$ cat config.mk
export PLATFORM = sky130hd
export DESIGN_NAME = in_order_transaction_commit
export DESIGN_NICKNAME = d
export VERILOG_FILES = /design/src/rtl/iotc_pkg.sv /design/src/rtl/iotc_cell.sv /design/src/rtl/iotc_chain.sv /design/src/rtl/in_order_transaction_commit.sv
export VERILOG_INCLUDE_DIRS = /design/src /design/src/rtl
export SDC_FILE = /design/constraint.sdc
export NUM_CORES = 1
export LEC_CHECK = 0
export BUFFER_PORTS_ARGS = -buffer_cell sky130_fd_sc_hd__buf_2
export CORE_ASPECT_RATIO = 0.5
export CORE_UTILIZATION = 30
export DETAILED_ROUTE_END_ITERATION = 8
export PLACE_DENSITY = 0.47
export SETUP_SLACK_MARGIN = 0.4
export SYNTH_ARGS = -nofsm -noshare
export SYNTH_HDL_FRONTEND = slang
export SYNTH_SLANG_ARGS = --single-unit
$ cat constraint.sdc
create_clock -name clk -period 16.79 [get_ports clk]
set_input_delay 1.679 -clock clk [delete_from_list [all_inputs] [get_ports clk]]
set_output_delay 1.679 -clock clk [all_outputs]
set_load 0.05 [all_outputs]
$ cat src/rtl/in_order_transaction_commit_assert.svh
// assertion macros for the in-order transaction commit block
`ifndef IN_ORDER_TRANSACTION_COMMIT_ASSERT_SVH
`define IN_ORDER_TRANSACTION_COMMIT_ASSERT_SVH

// same-cycle implication, checked outside reset
`define IOTC_ASSERT_NOW(lbl, ante, cons, msg) \
  lbl: assert property (@(posedge clk) disable iff (rst) (ante) |-> (cons)) else $error(msg);

// next-cycle implication, checked outside reset
`define IOTC_ASSERT_NEXT(lbl, ante, cons, msg) \
  lbl: assert property (@(posedge clk) disable iff (rst) (ante) |=> (cons)) else $error(msg);

`endif

$ cat src/rtl/iotc_pkg.sv
// shared constants, types and helpers for the in-order transaction commit block
`default_nettype none

package iotc_pkg;

  localparam int ID_W    = 31;
  localparam int CNT_W   = 7;
  localparam int STAT_W  = 2;
  localparam int WINDOW  = 64;
  localparam int IDX_W   = (WINDOW > 1) ? $clog2(WINDOW) : 1;
  localparam int WCNT_W  = $clog2(WINDOW + 1);
  localparam int CMP_W   = (WCNT_W > CNT_W) ? WCNT_W : CNT_W;

  localparam logic [CNT_W-1:0]  WARN_RESET = CNT_W'(10);
  localparam logic [CNT_W-1:0]  CNT_MAX    = {CNT_W{1'b1}};

  // result status codes
  localparam logic [STAT_W-1:0] STATUS_OK     = 2'd0;
  localparam logic [STAT_W-1:0] STATUS_BEYOND = 2'd1;
  localparam logic [STAT_W-1:0] STATUS_STALE  = 2'd2;

  typedef enum logic [1:0] {
    S_IDLE,
    S_MARK,
    S_ADVANCE,
    S_EMIT
  } state_t;

  // control from the sequencer to the row of done cells
  typedef struct packed {
    logic             shift;
    logic             set;
    logic [IDX_W-1:0] idx;
  } chain_ctrl_t;

  // clamp the internal pending count to the reported width
  function automatic logic [CNT_W-1:0] sat_count(input logic [WCNT_W-1:0] c);
    logic [CMP_W-1:0] wide;
    wide = CMP_W'(c);
    if (wide > CMP_W'(CNT_MAX)) begin
      sat_count = CNT_MAX;
    end else begin
      sat_count = CNT_W'(wide);
    end
  endfunction

endpackage

`default_nettype wire

$ cat src/rtl/iotc_cell.sv
// one done-map cell: holds the done flag of one id past the read cursor
`default_nettype none

module iotc_cell (
  input  wire logic clk,
  input  wire logic rst,
  input  wire logic shift,
  input  wire logic set,
  input  wire logic upper,
  output logic      done
);

  // take the neighbor's flag on a shift, otherwise latch a new completion
  always_ff @(posedge clk) begin
    if (rst) begin
      done <= 1'b0;
    end else if (shift) begin
      done <= upper;
    end else if (set) begin
      done <= 1'b1;
    end
  end

endmodule

`default_nettype wire

$ cat src/rtl/iotc_chain.sv
// row of done cells that shifts toward the read cursor one place per cycle while shift is set
`default_nettype none

module iotc_chain (
  input  wire logic                clk,
  input  wire logic                rst,
  input  wire iotc_pkg::chain_ctrl_t ctrl,
  output logic                     head,
  output logic                     hit
);

  import iotc_pkg::*;

  logic [WINDOW-1:0] done_vec;
  logic [WINDOW-1:0] upper_vec;

  // each cell takes its upper neighbor's flag, the far end refills with not-done
  assign upper_vec = {1'b0, done_vec[WINDOW-1:1]};

  for (genvar i = 0; i < WINDOW; i++) begin : g_cell
    iotc_cell u_cell (
      .clk   (clk),
      .rst   (rst),
      .shift (ctrl.shift),
      .set   (ctrl.set && (ctrl.idx == IDX_W'(i))),
      .upper (upper_vec[i]),
      .done  (done_vec[i])
    );
  end

  // head flag and duplicate check for the addressed id
  assign head = done_vec[0];
  assign hit  = done_vec[ctrl.idx];

endmodule

`default_nettype wire

$ cat src/rtl/in_order_transaction_commit.sv
// In-order commit scoreboard. A request (func 0) returns the next free id; a
// completion (func 1) marks its id in a 64-cell done map that shifts toward
// the read cursor one position per cycle, so the cursor advances one id per
// cycle. One item is worked at a time: its result is loaded into the output
// register after the read cursor has stopped, and the next item can transfer
// only after that. The time an item takes grows with k, the number of
// ids the read cursor moves (0 to 64), through that one-place-per-cycle
// shift of the cell row. in_stall is high while an item is in work; a
// finished result waits in the output register while the next item is taken,
// and that next item holds in its last step for as long as the output register
// is still full and stalled. The done map is cleared by reset directly, with
// no clearing pass. warn_threshold may be written only while the block is idle.
`default_nettype none

module in_order_transaction_commit (
  input  wire logic                          clk,
  input  wire logic                          rst,
  // configuration
  input  wire logic                          cfg_we,
  input  wire logic [iotc_pkg::CNT_W-1:0]    cfg_wdata,
  // input channel
  input  wire logic                          in_valid,
  output logic                               in_stall,
  input  wire logic                          func,
  input  wire logic [iotc_pkg::ID_W-1:0]     txn_id,
  // output channel
  output logic                               out_valid,
  input  wire logic                          out_stall,
  output logic [iotc_pkg::ID_W-1:0]          new_id,
  output logic [iotc_pkg::ID_W-1:0]          read_cursor,
  output logic [iotc_pkg::CNT_W-1:0]         pending_count,
  output logic                               stall_warning,
  output logic [iotc_pkg::STAT_W-1:0]        status
);

  import iotc_pkg::*;

  state_t state, state_next;

  logic [ID_W-1:0]   next_free_id;
  logic [ID_W-1:0]   commit_cursor;
  logic [WCNT_W-1:0] waiting_total;
  logic [CNT_W-1:0]  warn_threshold;

  logic [ID_W-1:0]   item_new_id;
  logic [STAT_W-1:0] item_status;
  logic              item_mark;
  logic [IDX_W-1:0]  mark_idx;

  logic              in_xfer;
  logic              out_xfer;
  logic              out_free;
  logic              load_out;
  logic              head;
  logic              hit;
  chain_ctrl_t       ctrl;

  logic [ID_W-1:0]   id_offset;
  logic [STAT_W-1:0] cmp_status;

  assign in_stall = (state != S_IDLE);
  assign in_xfer  = in_valid && !in_stall;
  assign out_xfer = out_valid && !out_stall;
  assign out_free = !out_valid || !out_stall;

  // classify a completion by its distance from the read cursor
  always_comb begin
    id_offset = txn_id - commit_cursor;
    if (id_offset == '0 || id_offset[ID_W-1]) begin
      cmp_status = STATUS_STALE;
    end else if (id_offset > ID_W'(WINDOW)) begin
      cmp_status = STATUS_BEYOND;
    end else begin
      cmp_status = STATUS_OK;
    end
  end

  // next state
  always_comb begin
    state_next = state;
    unique case (state)
      S_IDLE:    if (in_xfer) state_next = S_MARK;
      S_MARK:    state_next = S_ADVANCE;
      S_ADVANCE: if (!head) state_next = S_EMIT;
      S_EMIT:    if (out_free) state_next = S_IDLE;
      default:   state_next = S_IDLE;
    endcase
  end

  // sequencer outputs
  always_comb begin
    ctrl.shift = 1'b0;
    ctrl.set   = 1'b0;
    ctrl.idx   = mark_idx;
    load_out   = 1'b0;
    unique case (state)
      S_IDLE:    ;
      S_MARK:    ctrl.set = item_mark && !hit;
      S_ADVANCE: ctrl.shift = head;
      S_EMIT:    load_out = out_free;
      default:   ;
    endcase
  end

  iotc_chain u_chain (
    .clk  (clk),
    .rst  (rst),
    .ctrl (ctrl),
    .head (head),
    .hit  (hit)
  );

  // control state
  always_ff @(posedge clk) begin
    if (rst) begin
      state          <= S_IDLE;
      next_free_id   <= ID_W'(1);
      commit_cursor  <= '0;
      waiting_total  <= '0;
      warn_threshold <= WARN_RESET;
      out_valid      <= 1'b0;
    end else begin
      state <= state_next;
      if (cfg_we) begin
        warn_threshold <= cfg_wdata;
      end
      if (in_xfer && !func) begin
        next_free_id <= next_free_id + ID_W'(1);
      end
      if (ctrl.set) begin
        waiting_total <= waiting_total + WCNT_W'(1);
      end else if (ctrl.shift) begin
        waiting_total <= waiting_total - WCNT_W'(1);
      end
      if (ctrl.shift) begin
        commit_cursor <= commit_cursor + ID_W'(1);
      end
      if (load_out) begin
        out_valid <= 1'b1;
      end else if (out_xfer) begin
        out_valid <= 1'b0;
      end
    end
  end

  // capture the item on its transfer
  always_ff @(posedge clk) begin
    if (in_xfer) begin
      if (!func) begin
        item_new_id <= next_free_id;
        item_status <= STATUS_OK;
        item_mark   <= 1'b0;
      end else begin
        item_new_id <= '0;
        item_status <= cmp_status;
        item_mark   <= (cmp_status == STATUS_OK);
      end
      mark_idx <= IDX_W'(id_offset - ID_W'(1));
    end
  end

  // result register
  always_ff @(posedge clk) begin
    if (load_out) begin
      new_id        <= item_new_id;
      read_cursor   <= commit_cursor;
      pending_count <= sat_count(waiting_total);
      stall_warning <= (CMP_W'(waiting_total) > CMP_W'(warn_threshold));
      status        <= item_status;
    end
  end

  `include "in_order_transaction_commit_assert.svh"

  `IOTC_ASSERT_NOW(a_count_in_window, 1'b1, waiting_total <= WCNT_W'(WINDOW),
                   "pending count beyond window")
  `IOTC_ASSERT_NOW(a_emit_head_clear, state == S_EMIT, !head,
                   "result formed while head id is done")
  `IOTC_ASSERT_NEXT(a_shift_moves_cursor, ctrl.shift,
                    commit_cursor == $past(commit_cursor) + ID_W'(1),
                    "cursor did not follow shift")
  `IOTC_ASSERT_NEXT(a_request_advances, in_xfer && !func,
                    next_free_id == $past(next_free_id) + ID_W'(1),
                    "free id did not advance")

endmodule

`default_nettype wire

Word-level counts from Yosys, hierarchy flattened
Cells that the tools add are included.

word-level totals
  input port bits = 44
  register bits after elaboration = 255
  word-level logic and storage cells = 446

cells by class
  magnitude comparators = 4
  add/subtract/negate cells = 6
  equal/unequal tests = 69
  multiplexer cells = 141
  reduce and logical (&&, ||, !) cells = 147

operator list
  kind                                                         count
  == test 6 bit (second input constant)                        32
  2-to-1 mux 1 bit                                             133
  nonzero test 2 bit                                           66
  == test 6 x 5 -> 1 bit (second input constant)               16
  logical AND 1 bit                                            68
  adder 31 x 1 -> 31 bit (second input constant)               2
  == test 6 x 4 -> 1 bit (second input constant)               8
  > comparator 31 x 7 -> 1 bit (second input constant)         1
  logical NOT 31 bit                                           1
  subtractor 31 bit                                            1
  == test 6 x 3 -> 1 bit (second input constant)               4
  2-to-1 mux 7 bit                                             2
  == test 6 x 2 -> 1 bit (second input constant)               2
  2-to-1 mux 2 bit                                             4
  one-hot mux 2 bit (4 select lines)                           1
  adder 7 x 1 -> 7 bit (second input constant)                 1
  > comparator 7 bit                                           1
  > comparator 7 bit (second input constant)                   1
  less-than comparator 6 x 7 -> 1 bit (second input constant)  1
  subtractor 7 x 1 -> 7 bit (second input constant)            1
  binary-select mux 1 bit (select 6 bit)                       1
  == test 6 x 1 -> 1 bit (second input constant)               1
  logical NOT 6 bit                                            1
  != test 2 bit (second input constant)                        3
  other kinds (8)                                              15

Depth between registers and ports, before layout
  depth in word-level cells = 8
  gate-level depth with buffers = 19
  depth with buffers taken out = 16

Hierarchy
From an unflattened synthesis, not the netlist that was laid out.

second synthesis, totals
  cells, all modules = 1343
  area, all modules = 14098.5 um^2

modules (own cells, without submodules)
  module                       area each (um^2)  cells an instance  seq. area each (um^2)  instances
  in_order_transaction_commit  9678.0            948                4944.7                 1
  iotc_cell                    53.8              4                  20.0                   64
  iotc_chain                   977.2             139                0.0                    1

Worst setup path before layout
Ideal clock, no wire load.

  kind = input to register
  from = input out_stall
  to = register new_id[0] (netlist bit), enable pin
  library setup time = 0.611 ns
  stages = 1
  buffers on the path = 0
  arrival = 6.921 ns
  data required time = 16.179 ns
  slack = 9.258 ns
  cell sequence = a21boi_0

on the way
  longest elaborated chain between the ends = 3

ends and longest elaborated chain
  element               line                                source
  start, declared       in_order_transaction_commit.sv:28   input wire logic out_stall,
  logical NOT 1 bit     in_order_transaction_commit.sv:64   assign out_free = !out_valid || !out_stall;
  logical OR 1 bit      in_order_transaction_commit.sv:64
  2-to-1 mux 1 bit      in_order_transaction_commit.sv:96   unique case (state)
  end signal, assigned  in_order_transaction_commit.sv:165  new_id <= item_new_id;
  end, declared         in_order_transaction_commit.sv:29   output logic [iotc_pkg::ID_W-1:0] new_id,

Every way passes these cells.
A chain may end at the register's enable or synchronous reset.

Worst setup path after layout
  from = input txn_id[0] (netlist bit)
  to = register item_status[0], data pin

on the way
  longest elaborated chain between the ends = 4

ends and longest elaborated chain
  element                                                             line                                                                  source
  start, declared                                                     in_order_transaction_commit.sv:25                                     input wire logic [iotc_pkg::ID_W-1:0] txn_id,
  subtractor 31 bit (*)                                               in_order_transaction_commit.sv:68                                     id_offset = txn_id - commit_cursor;
  > comparator 31 x 7 -> 1 bit or logical NOT 31 bit (tied branches)  in_order_transaction_commit.sv:71, in_order_transaction_commit.sv:69
  2-to-1 mux 1 bit or logical OR 1 bit (tied branches)                in_order_transaction_commit.sv:71, in_order_transaction_commit.sv:69
  2-to-1 mux 2 bit (*)                                                in_order_transaction_commit.sv:69                                     if (id_offset == '0 || id_offset[ID_W-1]) begin
  end signal, assigned                                                in_order_transaction_commit.sv:155                                    item_status <= cmp_status;
  end, declared                                                       in_order_transaction_commit.sv:46                                     logic [STAT_W-1:0] item_status;

Mark *: on every way between the ends. The rest lies on a longest branch, timed or not.

==> results.md <==
- # resized after CTS: 0
- Largest net degree at the start of global routing: 81
- CTS Root Cell: clkbuf_16
- Vias in the first global route: 9346
- Worst-case clock buffer depth: 3
- Final TNS setup: 0 ns
- Sequential area share after synthesis: 48.5%
- H-tree Lvls: 1
- Wire per inst: 17.1 µm
- Via/cell ratio: 4.93
- RSZ-0062 raised after global routing: false
- Clock skew: 0.0184 ns
- First drt pass iteration count: 7
- I/O Buffers: 117
- Setup Fix Bufs, Post-CTS: 0
- Fill cell count: 4214
- Post-Place Worst Slack: 11.93 ns
- Clock-pin slew on the worst setup and hold paths: 0.06 ns
- Syn avg cell area: 10.2 µm²
- Largest cells by area after synthesis: edfxtp_1, dfxtp_1, nor2_1
- Core area: 0.0421 mm²
- Fraction of registers with async set/reset: 0%
- Initial antenna violation count: 2
- Crit path DAT: 4.62 ns
- Status: finished, final reports clean
- Post-Syn Instances: 1257
- Grt total ovfl: 0
- Max VDD drop: 0.0575 mV
- Post-DP HPWL: 23400 µm
- Primary FF master, synth: dfxtp_1
- Synth unique cells: 83
- Max_slew headroom: 16.1%
- DR vias: 9551
- Worst-path fanout max: 3
- Routed WL: 33100 µm
- P&R area growth vs syn: 14.6%
- Final setup margin: 12.47 ns
- Clock Latency Late Sink: 0.55 ns
- Hold crit path type: register to register
- Boundary Pins: 118
- Crit start category: input pin
- Share of cells above drive strength 1: 17.0%
- Die span in y: 148 µm
- CP Capture Type: register
- Drt first-iter violations: 603
- Die ar.: 0.0437 mm²
- Nets: 1438
- Synth warn: 0
- Number of max-cap violations: 0
- Standard-cell rows: 53
- Commonest non-fill, non-tap cell in the layout: nor2_1
- Pwr Density: 113 mW/mm²
- Hold_buf cts: 0
- First-pass GRT wire length: 52500 µm
- Synth area leader: edfxtp_1
- Worst slew pin tran: 1.26 ns
- Critical Path RT: 17.09 ns
- Flops & latches, synth: 255
- Commonest cells after routing, fill and taps aside: nor2_1, dfxtp_1, buf_2
- Fin. Hold Viols: 0
- Fin crit share: 25.8%
- GRT Total Usage: 15.0%
- LEAKAGE: 5.29 nW
- Final GP Congestion: 0.904
- CTS tree: built
- Post-DRT Antenna Nets: 0
- Setup violators final: 0
- Post-synth EDFFs: 112
- Die X-Extent: 295 µm
- Synth Net Count: 1354
- Synthesized area: 0.0128 mm²
- Initial core utilization: 30.5%
- Max-slew violations: 0
- CP Class: input pin to register
- Fin crit period: 4.32 ns
- Top-area cell type share of the netlist area: 26.2%
- Peak Freq: 231 MHz
- Clk sinks: 255
- Drt drc: 0
- CTS buffer count: 26
kinds of logic after synthesis:
family	share of synthesized area (%)
buffers and inverters	4.65
AND/OR/NAND/NOR	17.8
AO/OA/AOI/OAI	12.4
flip-flops	48.5
XOR/XNOR	5.46
adder cells (fa/ha/maj)	5.28
multiplexers	5.93
cells in the mapped netlist (7+ instances only):
cell      count
nand2_1      64
a21oi_1      53
a21o_1       11
and3_1        7
o21a_1        7
nor2_1      172
nand3_1      29
nand4_1      28
buf_2         9
nor2b_1      35
nand2b_1     13
inv_1        61
dfxtp_1     143
edfxtp_1    112
or3_1         8
nor3_1       62
xor2_1       33
clkbuf_1     42
o211ai_1      9
buf_6         7
o32ai_1       9
o21ai_0      26
nor3_2       11
ha_1         51
o22ai_1      10
and2_1        8
a211oi_1     48
mux2i_1      30
mux4_2       20
xnor2_1      47
registers in the layout, summed over array words and instances (netlist names):
name                        flops
u_chain.g_cell.u_cell.done     64
commit_cursor                  31
item_new_id                    31
new_id                         31
next_free_id                   31
read_cursor                    31
pending_count                   7
waiting_total                   7
warn_threshold                  7
mark_idx                        6
item_status                     2
state                           2
status                          2
item_mark                       1
out_valid                       1
stall_warning                   1
power by group:
part	switching (mW)	internal [mW]	total (mW)
combinational	0.229	0.0957	0.325
sequential	0.0294	0.718	0.747
clock	0.249	0.341	0.590
final timing paths:
check / start / endpoint / cells after the start / slack (ns)
min: item_status[1]$_SDFFCE_PN0P_ / status[1]$_DFFE_PP_ / 0 / 0.41
max: txn_id[0] / item_status[0]$_SDFFCE_PN0P_ / 12 / 12.47
max reg2reg: mark_idx[0]$_DFFE_PP_ / waiting_total[6]$_SDFFE_PP0P_ / 16 / 12.59
min reg2reg: item_status[1]$_SDFFCE_PN0P_ / status[1]$_DFFE_PP_ / 0 / 0.41
metrics by stage:
stage	std cells	power [mW]	cell area [µm²]	hold slack, ns	utilization (%)
after floorplan	1257	1.01	12800	0.400	-
after global placement	1890	1.08	13900	0.402	32.9
after detailed placement	1890	1.09	13900	0.405	32.9
after CTS	1938	1.69	14700	0.417	35.0
after global routing	1939	1.74	14700	0.414	35.0
final	1939	1.66	14700	0.414	35.0
layout make-up:
class / count / area, µm² / area share, %
sequential: 255 / 6230 / 42.3
multi-input combinational: 873 / 6040 / 41.0
tap: 577 / 722 / 4.90
clock buffer: 31 / 691 / 4.69
timing repair buffer: 124 / 641 / 4.35
inverter: 61 / 229 / 1.56
clock inverter: 17 / 171 / 1.16
antenna: 1 / 2.50 / 0.0170
critical path: stages:
cell and delay, ns:
buf_2 0.10, inv_1 0.04, ha_1 0.21, fa_1 0.40
nand2b_1 0.18, a21oi_1 0.22, o21ai_1 0.17, xnor2_1 0.15
a2111oi_0 0.50, nand4_1 0.17, or4_4 0.56, o21ba_2 0.22
metal layers:
metal	GRT usage [%]	vias to the layer above	routed length, µm
li1	-	4695	-
met4	2.63	0	468
met3	2.45	29	1220
met5	0	-	0
met2	25.5	160	15700
met1	20.3	4667	15700
Note: power is estimated with default switching activity, not from simulation.
